===== src/hdl/vertex_normal_displacement_assert.svh =====
// Assertion helpers for the displacement block
`ifndef VERTEX_NORMAL_DISPLACEMENT_ASSERT_SVH
`define VERTEX_NORMAL_DISPLACEMENT_ASSERT_SVH

`define VND_ASSERT_ALWAYS(label, cond, msg) \
  label: assert property (@(posedge clk) disable iff (!rst_n) (cond)) else $error(msg);

`define VND_ASSERT_IMPLIES(label, pre, post, msg) \
  label: assert property (@(posedge clk) disable iff (!rst_n) (pre) |-> (post)) else $error(msg);

`endif


===== src/hdl/vnd_pkg.sv =====
package vnd_pkg;

  localparam int DW         = 32;
  localparam int SQW        = 64;
  localparam int ISQ_STAGES = 32;
  localparam int DIV_STAGES = 32;
  localparam int PRE_STAGES = 5;
  localparam int MID_STAGES = 2;
  localparam int LAT        = PRE_STAGES + ISQ_STAGES + MID_STAGES + DIV_STAGES + 1;

  localparam logic signed [DW-1:0] DIST_RESET = 32'sd98304;

  localparam logic [1:0] ST_OK   = 2'd0;
  localparam logic [1:0] ST_ZERO = 2'd1;
  localparam logic [1:0] ST_SAT  = 2'd2;

  typedef struct packed {
    logic [2:0][DW-1:0] v;
    logic [2:0][DW-1:0] mn;
    logic [2:0]         ng;
    logic               z;
  } pay_t;

endpackage


===== src/hdl/vnd_div.sv =====
module vnd_div (
  input  logic                    clk,
  input  logic                    en,
  input  logic [vnd_pkg::SQW-1:0] num,
  input  logic [vnd_pkg::DW-1:0]  den,
  output logic [vnd_pkg::DW-1:0]  quo
);
  import vnd_pkg::*;

  logic [DW-1:0] rem_r [DIV_STAGES];
  logic [DW-1:0] bits_r [DIV_STAGES];
  logic [DW-1:0] den_r [DIV_STAGES];
  logic [DW-1:0] q_r [DIV_STAGES];

  for (genvar k = 0; k < DIV_STAGES; k++) begin : g_stg
    logic [DW-1:0] rem_p, bits_p, den_p, q_p;
    logic [DW:0]   t;
    logic [DW-1:0] rem_nxt;
    logic          qb;

    if (k == 0) begin : g_first
      assign rem_p  = num[SQW-1:DW];
      assign bits_p = num[DW-1:0];
      assign den_p  = den;
      assign q_p    = '0;
    end else begin : g_rest
      assign rem_p  = rem_r[k-1];
      assign bits_p = bits_r[k-1];
      assign den_p  = den_r[k-1];
      assign q_p    = q_r[k-1];
    end

    always_comb begin
      t  = {rem_p, bits_p[DW-1]};
      qb = (t >= {1'b0, den_p});
      if (qb) begin
        rem_nxt = DW'(t - {1'b0, den_p});
      end else begin
        rem_nxt = t[DW-1:0];
      end
    end

    always_ff @(posedge clk) begin
      if (en) begin
        rem_r[k]  <= rem_nxt;
        bits_r[k] <= {bits_p[DW-2:0], 1'b0};
        den_r[k]  <= den_p;
        q_r[k]    <= {q_p[DW-2:0], qb};
      end
    end
  end

  assign quo = q_r[DIV_STAGES-1];

endmodule


===== config.mk =====
export PLATFORM = sky130hd
export DESIGN_NAME = vnd_div
export DESIGN_NICKNAME = d
export VERILOG_FILES = /design/src/hdl/vertex_normal_displacement_assert.svh /design/src/hdl/vnd_pkg.sv /design/src/hdl/vnd_div.sv
export SDC_FILE = /design/constraint.sdc
export NUM_CORES = 2
export LEC_CHECK = 0
export BUFFER_PORTS_ARGS = -buffer_cell sky130_fd_sc_hd__clkbuf_2
export CAP_MARGIN = 40
export CORE_ASPECT_RATIO = 2
export CORE_MARGIN = 3
export CORE_UTILIZATION = 45
export DETAILED_ROUTE_END_ITERATION = 10
export HOLD_SLACK_MARGIN = 0.12
export PLACE_DENSITY_LB_ADDON = 0.3
export SLEW_MARGIN = 20
export SYNTH_ARGS = -nofsm -noshare
export SYNTH_HDL_FRONTEND = slang
export SYNTH_SLANG_ARGS = --single-unit

===== constraint.sdc =====
create_clock -name clk -period 6.3 [get_ports clk]
set_input_delay 1.26 -clock clk [delete_from_list [all_inputs] [get_ports clk]]
set_output_delay 1.26 -clock clk [all_outputs]
set_load 0.1 [all_outputs]

==> summary.log <==
qor: drt.routedWlPerCell 25.3 um
qor: drt.final_antenna_net_count 0
qor: logic_synthesis.syn-mean-instance-area 12.1 sq um
qor: cells_and_area.drive_above_1_share 10.5%
qor: floorplan.dieArea 355,000 sq um
qor: timing.grt_setup_unrepaired false
qor: clock_tree.htree_num_levels 5
qor: grt.global_route_wire_length_before_repair 656,000 um
qor: floorplan.core-area 346,000 sq um
qor: logic_synthesis.synthesis.area 157,000 sq um
qor: placement.place.gp.congestion 1.01
qor: clock_tree.numClockSinks 3,008
qor: run.cap_viol_max_count 0
qor: drt.vias 101,902
qor: clock_tree.clock_pin_slew_on_the_worst_setup_and_hold_paths 60 ps
qor: drt.m1WireLength 101,000 um
qor: clock_tree.cts_max_path_buffers 4
qor: clock_tree.holdBufCountCts 0
qor: logic_synthesis.synth_flop_cell edfxtp_1
qor: floorplan.initial_core_util 45.3%
qor: timing.slew_viol_final 0
qor: timing.period_needed 5040 ps
qor: logic_synthesis.ys_seq_area_share 57.7%
qor: floorplan.fp-row-count 305
qor: worst_setup_path.critical_path_class reg -> reg
qor: grt.grt_antenna_before_repair 17
qor: placement.place.port_buffers 129
qor: floorplan.chip_width 423 um
qor: timing.post-route-worst-setup-slack 1260 ps
qor: worst_setup_path.crit_family compound AO/OA/AOI/OAI gates
qor: worst_setup_path.crit_path_max_fanout 8
qor: pwr.total_leakage_power 69.5 nW
qor: logic_synthesis.synthesis.instances 12,891
qor: timing.max_slew_margin 22.1%
qor: worst_setup_path.crit_path_end_kind register
qor: drt.route.detailed.drc 0
qor: logic_synthesis.ys_types 100
qor: logic_synthesis.synth.cells.most_frequent edfxtp_1 (3,008), inv_1 (1,269), a21oi_1 (1,041), ha_1 (1,024), nand2_1 (752)
qor: timing.clock-skew-final 67.0 ps
qor: logic_synthesis.synth-adder-area-share 8.58%
qor: logic_synthesis.synth-warning-count 0
qor: drt.met3_length 13,200 um
qor: timing.hold_viol_final 0
qor: timing.fmax 199 MHz
qor: worst_setup_path.cpMaxStageDelayCell clkinv_1
qor: timing.final.setup.tns 0 ps
qor: placement.placement.setup.worst_slack 836 ps
qor: clock_tree.cts_tree done
qor: timing.setup_viol 0
qor: drt.detailedRoute.firstPassIterationCount 5
qor: logic_synthesis.simple_gate_area_share_of_the_yosys_netlist 7.88%
qor: clock_tree.cts_repair_resized_insts 0
qor: grt.gr-total-overflow 0
qor: floorplan.ios 130
qor: pwr.power.total 93.6 mW
qor: cells_and_area.post-route-cell-area 173,000 sq um
qor: outcome.outcome finished, final reports clean
qor: pwr.power.ir.vdd_worst 296 uV
qor: cells_and_area.area_delta_synth_final 10.8%
qor: clock_tree.postCtsSetupRepairBufs 0
qor: timing.tightest_slew 1170 ps
qor: logic_synthesis.yosysMostFrequentCell edfxtp_1
qor: logic_synthesis.synth_fp_nets 14,044
qor: worst_setup_path.cp_data_required_time 6960 ps
qor: cells_and_area.utilization 50.1%
qor: worst_setup_path.cp.buffers_inverters 4
qor: grt.grt_usage 25.3%
qor: drt.highest_layer met5
qor: logic_synthesis.yosys.area_share.xor_xnor 4.59%
qor: worst_setup_path.critical-path-max-stage-delay 560 ps
qor: worst_setup_path.crit_arrival 5700 ps
qor: logic_synthesis.netlist.top_cell.by_area edfxtp_1
qor: logic_synthesis.ys_top_cells_by_area edfxtp_1 (58%), ha_1 (8.2%), mux2_2 (3.9%)
qor: timing.worst_hold_slack 352 ps
qor: clock_tree.worstSkewPairLatency 950 ps
qor: clock_tree.clock_tree.root_cell clkbuf_16
qor: drt.drt-total-wl 458,000 um
qor: logic_synthesis.synth_top_family_by_area compound AO/OA/AOI/OAI gates
qor: min_path.holdCritPathClass reg -> reg
qor: logic_synthesis.muxShareOfSynthArea 4.28%
qor: placement.place.detailed.hpwl 360,000 um
qor: placement.area_after_dpl 164,000 sq um
qor: drt.met2RoutedLength 270,000 um
qor: clock_tree.number_of_clock_buffers_inserted_by_tritoncts 295
qor: floorplan.fp.dieH 840 um
qor: logic_synthesis.synth_top_area_share 57.7%
qor: logic_synthesis.synth_enable_flop_cells 3,008
qor: drt.post_drt_via_cell_ratio 5.63
qor: logic_synthesis.ys_ff_latch 3,008
qor: drt.drt_iter0_markers 4,989
qor: pwr.cellPowerDensity 540 nW/um^2
qor: cells_and_area.num-nets-final 14,391
qor: worst_setup_path.worst_setup_path_start_kind register
qor: logic_synthesis.synth_compound_area_share 13.1%
qor: grt.grt_pass1_vias 109,370
qor: logic_synthesis.async_reset_ff_share 0%
qor: timing.timing.final.crit_share 79.9%
qor: placement.dp_cells 17,532
qor: worst_setup_path.crit_chain inv_1, ha_1, nor2b_1, o31ai_1, a21oi_1, o21ai_1, o21ai_0, buf_4, a21oi_1, nor2_1, o21ai_4, clkinv_1, buf_4, mux2_2
qor: grt.grt_max_degree 189
qor: cells_and_area.finalNonFillerCells 18,090
-- worst register-to-register path: cells and delay by family (launching register included) --
kind / cells / cell delay, ps
AOI/OAI and AO/OA: 6 / 2210
buffers and inverters: 4 / 1230
DFF: 1 / 420
and+or+nand+nor: 2 / 370
adders and majority gates: 1 / 220
muxes: 1 / 280
-- layer usage --
metal	global-route usage (%)	vias to the layer above
met5	0	-
met4	34.2	10
met3	3.83	1872
met2	52.8	2371
met1	14.0	49312
li1	-	48337
-- state kept, by name, indices dropped and copies added, names as in the netlist --
register and cells:
bits_r 496, den_r 992, q_r 528, rem_r 992
-- final timing paths --
check / slack, ps / cells past startpoint / startpoint / to
worst max-delay path: 1260 / 14 / den_r[1][65] / rem_r[1][125]
worst min-delay path: 350 / 0 / bits_r[0][460] / bits_r[0][492]
worst max register to register: 1260 / 14 / den_r[1][65] / rem_r[1][125]
worst min register to register: 350 / 0 / bits_r[0][460] / bits_r[0][492]
-- where the power goes --
part	leakage [nW]	total (mW)	switching (mW)	internal (mW)
clock network	4.48	17.7	7.85	9.83
registers	29.4	31.5	2.65	28.8
logic	35.6	44.4	26.4	18.0
-- final cells by class --
class / count / area, sq um
repair buffers: 348 / 2750
flip-flops and latches: 3008 / 90300
fillers: 30819 / 172000
inverters: 1272 / 4770
multi-input cells: 8313 / 60500
well taps: 4605 / 5760
clock inverters: 156 / 1480
diodes: 36 / 90.1
clock buffers: 352 / 7720
-- layout by cell type (no fill, tap or decap), types with 60 or more instances in the layout --
cell type	instances
buf_4	144
xor2_1	311
a21oi_1	1039
clkinv_1	64
clkbuf_2	129
o21bai_1	142
nand2b_1	130
clkbuf_16	301
nor2b_1	153
xnor2_1	509
o21ai_0	668
a21o_1	568
mux2i_1	60
nor3_1	126
nand3_1	180
inv_1	1269
mux2_2	541
a211oi_1	69
o21a_1	150
nor2_1	725
and3_1	97
edfxtp_1	3008
nand4_1	182
a31oi_1	103
nand2_1	750
ha_1	1024
-- logic make-up after synthesis --
logic type / Yosys count
adders and majority gates: 1055
AOI/OAI and AO/OA: 3246
muxes: 601
buffers and inverters: 1570
xor gates and xnor gates: 820
DFF: 3008
and+or+nand+nor: 2591
No activity file was read; power rests on OpenSTA's default activity.
