==> src/hdl/vertex_normal_displacement_assert.svh <==
// Assertion helpers for the displacement block
`ifndef VERTEX_NORMAL_DISPLACEMENT_ASSERT_SVH
`define VERTEX_NORMAL_DISPLACEMENT_ASSERT_SVH

`define VND_ASSERT_ALWAYS(label, cond, msg) \
  label: assert property (@(posedge clk) disable iff (!rst_n) (cond)) else $error(msg);

`define VND_ASSERT_IMPLIES(label, pre, post, msg) \
  label: assert property (@(posedge clk) disable iff (!rst_n) (pre) |-> (post)) else $error(msg);

`endif

==> src/hdl/vnd_pkg.sv <==
package vnd_pkg;

  localparam int DW         = 32;
  localparam int SQW        = 64;
  localparam int ISQ_STAGES = 32;
  localparam int DIV_STAGES = 32;
  localparam int PRE_STAGES = 5;
  localparam int MID_STAGES = 2;
  localparam int LAT        = PRE_STAGES + ISQ_STAGES + MID_STAGES + DIV_STAGES + 1;

  localparam logic signed [DW-1:0] DIST_RESET = 32'sd98304;

  localparam logic [1:0] ST_OK   = 2'd0;
  localparam logic [1:0] ST_ZERO = 2'd1;
  localparam logic [1:0] ST_SAT  = 2'd2;

  typedef struct packed {
    logic [2:0][DW-1:0] v;
    logic [2:0][DW-1:0] mn;
    logic [2:0]         ng;
    logic               z;
  } pay_t;

endpackage

==> src/hdl/vnd_isqrt.sv <==
module vnd_isqrt (
  input  logic                    clk,
  input  logic                    en,
  input  logic [vnd_pkg::SQW-1:0] x_in,
  output logic [vnd_pkg::DW-1:0]  root
);
  import vnd_pkg::*;

  logic [SQW-1:0] x_r [ISQ_STAGES];
  logic [SQW-1:0] r_r [ISQ_STAGES];

  for (genvar k = 0; k < ISQ_STAGES; k++) begin : g_stg
    localparam logic [SQW-1:0] BIT = SQW'(1) << (SQW - 2 - 2 * k);
    logic [SQW-1:0] x_prev, r_prev, t;
    logic [SQW-1:0] x_nxt, r_nxt;

    if (k == 0) begin : g_first
      assign x_prev = x_in;
      assign r_prev = '0;
    end else begin : g_rest
      assign x_prev = x_r[k-1];
      assign r_prev = r_r[k-1];
    end

    always_comb begin
      t = r_prev + BIT;
      if (x_prev >= t) begin
        x_nxt = x_prev - t;
        r_nxt = (r_prev >> 1) + BIT;
      end else begin
        x_nxt = x_prev;
        r_nxt = r_prev >> 1;
      end
    end

    always_ff @(posedge clk) begin
      if (en) begin
        x_r[k] <= x_nxt;
        r_r[k] <= r_nxt;
      end
    end
  end

  assign root = r_r[ISQ_STAGES-1][DW-1:0];

endmodule

==> config.mk <==
export PLATFORM = sky130hd
export DESIGN_NAME = vnd_isqrt
export DESIGN_NICKNAME = d
export VERILOG_FILES = /design/src/hdl/vertex_normal_displacement_assert.svh /design/src/hdl/vnd_pkg.sv /design/src/hdl/vnd_isqrt.sv
export SDC_FILE = /design/constraint.sdc
export NUM_CORES = 2
export LEC_CHECK = 0
export ABC_AREA = 0
export BUFFER_PORTS_ARGS = -buffer_cell sky130_fd_sc_hd__buf_2
export CAP_MARGIN = 20
export CORE_MARGIN = 2
export CORE_UTILIZATION = 55
export CTS_CLUSTER_SIZE = 10
export DETAILED_ROUTE_END_ITERATION = 8
export GPL_TIMING_DRIVEN = 0
export HOLD_SLACK_MARGIN = 0.06
export PLACE_DENSITY = 0.71
export REMOVE_ABC_BUFFERS = 1
export SETUP_SLACK_MARGIN = 0.15
export SKIP_LAST_GASP = 1
export SLEW_MARGIN = 10
export SYNTH_ARGS = -nofsm -noshare
export SYNTH_HDL_FRONTEND = slang
export SYNTH_SLANG_ARGS = --single-unit
==> constraint.sdc <==
create_clock -name clk -period 6.6 [get_ports clk]
set_input_delay 1.32 -clock clk [delete_from_list [all_inputs] [get_ports clk]]
set_output_delay 1.32 -clock clk [all_outputs]
set_load 0.01 [all_outputs]
==> results list <==
* GRT met1 Usage: 33.7%
- The finished cells cover 133000 µm².
- Area growth from synthesis to final layout: 10.4%
* Total number of vias: 75.9k
* Power per unit of standard cell area: 349 nW/µm²
- Yosys reg bits: 2512
- Vert. Die Dim: 471 µm
- Global routing finished with a remaining overflow of 0.
- Summed over all cells, the static leakage comes to 0.0499 µW.
* Relative contribution of combinational cells to total power: 21.1%
* Post-cts hold buffer count: 0
- Along the worst path, the maximum fanout reaches 38.
* Internal reg-to-reg setup slack: 980 ps
- Routed via count divided by cell count: 5.97
- Share of flip-flops with an asynchronous set or reset after synthesis: 0%
* Placeable core region: 217000 µm²
- Global routing consumed, on the met2 layer, 40.4% of the routing resources.
* CTS Buf Count: 312
* Horizontal die dimension: 471 µm
- Mapped Avg Cell Area: 12.6 µm²
* DRC marker count from the first detailed-route iteration: 7121
* Yosys synthesis warning count: 0
* Final number of setup-violating endpoints: 0
* Placement row count: 171
- Largest area contributor in the synthesized netlist: sky130_fd_sc_hd__edfxtp_1
- In this run the tightest slew margin relative to its limit is 18.8%.
- IO Count: 98
- The critical path starts at r_r[1][676].
- Capturing element type of the critical path: register
- Sinks on Clock Net: 2512
- Final core utilization: 61.1%
- Fmax: 178 MHz
* Hold Crit Start: r_r[0][994]
- The H-tree generated during clock tree synthesis spans 5 levels.
- Min Tclk post-route: 5620 ps
* Final cycle utilization of the critical path: 85.2%
* Power, Total: 46300 µW
- The most common cell in the synthesized netlist is sky130_fd_sc_hd__edfxtp_1.
- Dpl cell area: 124000 µm²
- Internal power comes to 32900 µW.
* Share of total power in the clock network: 31.5%
- In this run, post-CTS repair resized a total of 0 instances.
- Net switching component of the power: 13400 µW
* DRT Wirelength: 275000 µm
- For this run, the leading register cell type out of synthesis is sky130_fd_sc_hd__edfxtp_1.
- Final Max Tran Viols: 0
- Top area cells in the synthesized netlist: sky130_fd_sc_hd__edfxtp_1 (63%), sky130_fd_sc_hd__ha_1 (5.8%), sky130_fd_sc_hd__xnor2_1 (3.6%)
- The global routing stage identified its most utilized layer as met2.
- Least-Margin Pin Slew: 1190 ps
* Antenna violations before repair: 9
- The layout has 16.7k filler cells.
- Critical path class: register to register
* Required time at the worst-slack endpoint: 7340 ps
- Setup repair after global routing left no endpoint under its margin.
* Wire length of the first global-routing pass: 425000 µm
- Total of buffers placed on input and output ports: 97
- Sequential fraction of the synthesis area: 62.8%
- The root buffer cell chosen for the clock tree is sky130_fd_sc_hd__clkbuf_16.
* Top cell types by occurrence after synthesis: sky130_fd_sc_hd__edfxtp_1 (2512), sky130_fd_sc_hd__inv_1 (686), sky130_fd_sc_hd__nor2_1 (670)
- Part of the power in registers: 47.5%
* Number of nets in the layout: 10.4k
- Worst Setup Start Kind: register
* DR pass1 iterations: 5
- On the final layout, the worst clock skew is 80.0 ps.
- EDFF count, synth: 2512
- Overall Global Routing Usage: 24.4%
- Max Root-Sink Buffers: 4
- Area of the mapped netlist: 120000 µm²
- At the end of routability-driven placement, the weighted congestion stood at 0.928.
* Crit path DAT: 6360 ps
- The number of global-route vias before repair was 74.2k.
- Initial Util: 55.3%
* Number of max-capacitance violations reported: 0
* Number of antenna-violating nets in the routed design: 0
- Worst reg2reg path startpoint: r_r[1][676]
- Area share of the leading cell type in the synthesized netlist: 62.8%
- IR analysis of the VDD net gives a maximum drop of 302 µV.
* Detailed Place HPWL: 201000 µm
- Drc violations: 0
- Setup slack closes at 977 ps.
* Clock transition at the registers of the reported paths: 50 ps
* TritonCTS clock tree: done
- Synthesis produced 9507 cells.
- Min-delay worst type: register to register
* Die footprint: 222000 µm²
- Prior to clock tree synthesis, the placed netlist has a worst setup slack of 1180 ps.
* Met3 GRT Util: 4.39%
- The flow ran to the end, and the final reports show no timing, DRC or antenna violations.
- Routed length per instance: 21.6 µm
- Source-to-sink clock delay at the later pin of the worst-skew pair: 930 ps
* Fraction of final layout cells with drive strength greater than 1: 6.74%
* Hold violation count in the final report: 0
- Entering global routing, the biggest net connects 179 pins.
* Sw Ratio: 28.9%
* Number of unique standard cell types used by synthesis: 97
- Setup fix buffers added after clock tree synthesis: 0
## worst max-delay path, cell delays in order, from the launching register on
cell,delay [ps]
sky130_fd_sc_hd__edfxtp_1,460
sky130_fd_sc_hd__inv_1,70
sky130_fd_sc_hd__ha_1,590
sky130_fd_sc_hd__or4b_2,820
sky130_fd_sc_hd__nor4_1,820
sky130_fd_sc_hd__nand4_1,390
sky130_fd_sc_hd__and3_1,320
sky130_fd_sc_hd__nand2_1,60
sky130_fd_sc_hd__a21o_2,330
sky130_fd_sc_hd__buf_12,250
sky130_fd_sc_hd__nand2b_1,270
sky130_fd_sc_hd__nor2_1,590
sky130_fd_sc_hd__nand3_1,180
sky130_fd_sc_hd__xnor2_1,310
## metrics by stage
stage          cells  hold WS (ps)  TNS [ps]
5_1_grt        12700           399         0
4_1_cts        12700           385         0
3_5_place_dp   12300           434         0
6_report       12700           389         0
2_1_floorplan   9321           417    -26500
3_3_place_gp   12300           424         -
## power groups by stage
stage | Sequential (µW) | Clock [µW] | Combinational, µW
floorplan | 21500 | 0 | 7130
global placement | 23500 | 0 | 9400
detailed placement | 22300 | 0 | 9560
CTS | 22000 | 14900 | 9650
global route | 22200 | 15500 | 10800
finish | 22000 | 14600 | 9740
## flip-flops by register name, summed over array words and instances, names as in the netlist
signal  count
r_r       528
x_r      1984
## layout by cell type, fill, tap and decap left out, types with 21 or more instances in the layout
cell,instances
sky130_fd_sc_hd__nor2b_1,70
sky130_fd_sc_hd__a21oi_1,634
sky130_fd_sc_hd__o21bai_1,49
sky130_fd_sc_hd__a31oi_1,50
sky130_fd_sc_hd__nand3b_1,34
sky130_fd_sc_hd__nand2_1,578
sky130_fd_sc_hd__inv_1,685
sky130_fd_sc_hd__nand4_1,157
sky130_fd_sc_hd__buf_2,101
sky130_fd_sc_hd__nand3_1,147
sky130_fd_sc_hd__and2_1,26
sky130_fd_sc_hd__mux2_2,96
sky130_fd_sc_hd__clkbuf_16,317
sky130_fd_sc_hd__clkinv_1,21
sky130_fd_sc_hd__nand4b_1,27
sky130_fd_sc_hd__a211oi_1,39
sky130_fd_sc_hd__a21o_1,248
sky130_fd_sc_hd__o211ai_1,41
sky130_fd_sc_hd__nor3_1,253
sky130_fd_sc_hd__clkbuf_1,41
sky130_fd_sc_hd__xor2_1,398
sky130_fd_sc_hd__ha_1,558
sky130_fd_sc_hd__nor3b_1,25
sky130_fd_sc_hd__nand2b_1,108
sky130_fd_sc_hd__or2_2,36
sky130_fd_sc_hd__a21boi_0,23
sky130_fd_sc_hd__nor4_1,343
sky130_fd_sc_hd__o21a_1,100
sky130_fd_sc_hd__and3_1,45
sky130_fd_sc_hd__edfxtp_1,2512
sky130_fd_sc_hd__o21ai_0,400
sky130_fd_sc_hd__xnor2_1,488
sky130_fd_sc_hd__or3_1,87
sky130_fd_sc_hd__nor4b_1,44
sky130_fd_sc_hd__or4_1,67
sky130_fd_sc_hd__o31ai_1,33
sky130_fd_sc_hd__nor2_1,670
## cell type report
type | instances | area, µm² | share of cell area (%)
diodes | 6 | 15.0 | 0.0113
flip-flops and latches | 2512 | 75400 | 56.9
well taps | 2854 | 3570 | 2.69
repair buffers | 146 | 1280 | 0.967
clock buffers | 358 | 8090 | 6.10
multi-input cells | 6120 | 41400 | 31.2
clock inverters | 35 | 220 | 0.166
inverters | 689 | 2590 | 1.95
## metal layers
metal	vias up	wire [µm]
li1	36000	-
met1	37400	120000
met2	2184	133000
met3	399	17600
met4	2	5090
met5	-	12
## final timing paths
check | cells past startpoint | end
min reg2reg | 0 | r_r[1][33]
max | 13 | x_r[1][746]
max reg2reg | 13 | x_r[1][746]
min | 0 | r_r[1][33]
## logic make-up (layout without fill, tap and decap cells)
kind of cell / after synthesis / in the layout / share of synthesized area, %
AO/OA/AOI/OAI: 1792 / 1792 / 9.25
XOR/XNOR: 886 / 886 / 6.46
adder cells (fa/ha/maj): 558 / 558 / 5.82
buffers and inverters: 875 / 1228 / 2.75
flip-flops: 2512 / 2512 / 62.8
multiplexers: 100 / 100 / 0.934
other: 0 / 6 / 0
AND/OR/NAND/NOR: 2784 / 2784 / 11.9
Note: power is estimated with default switching activity, not from simulation.
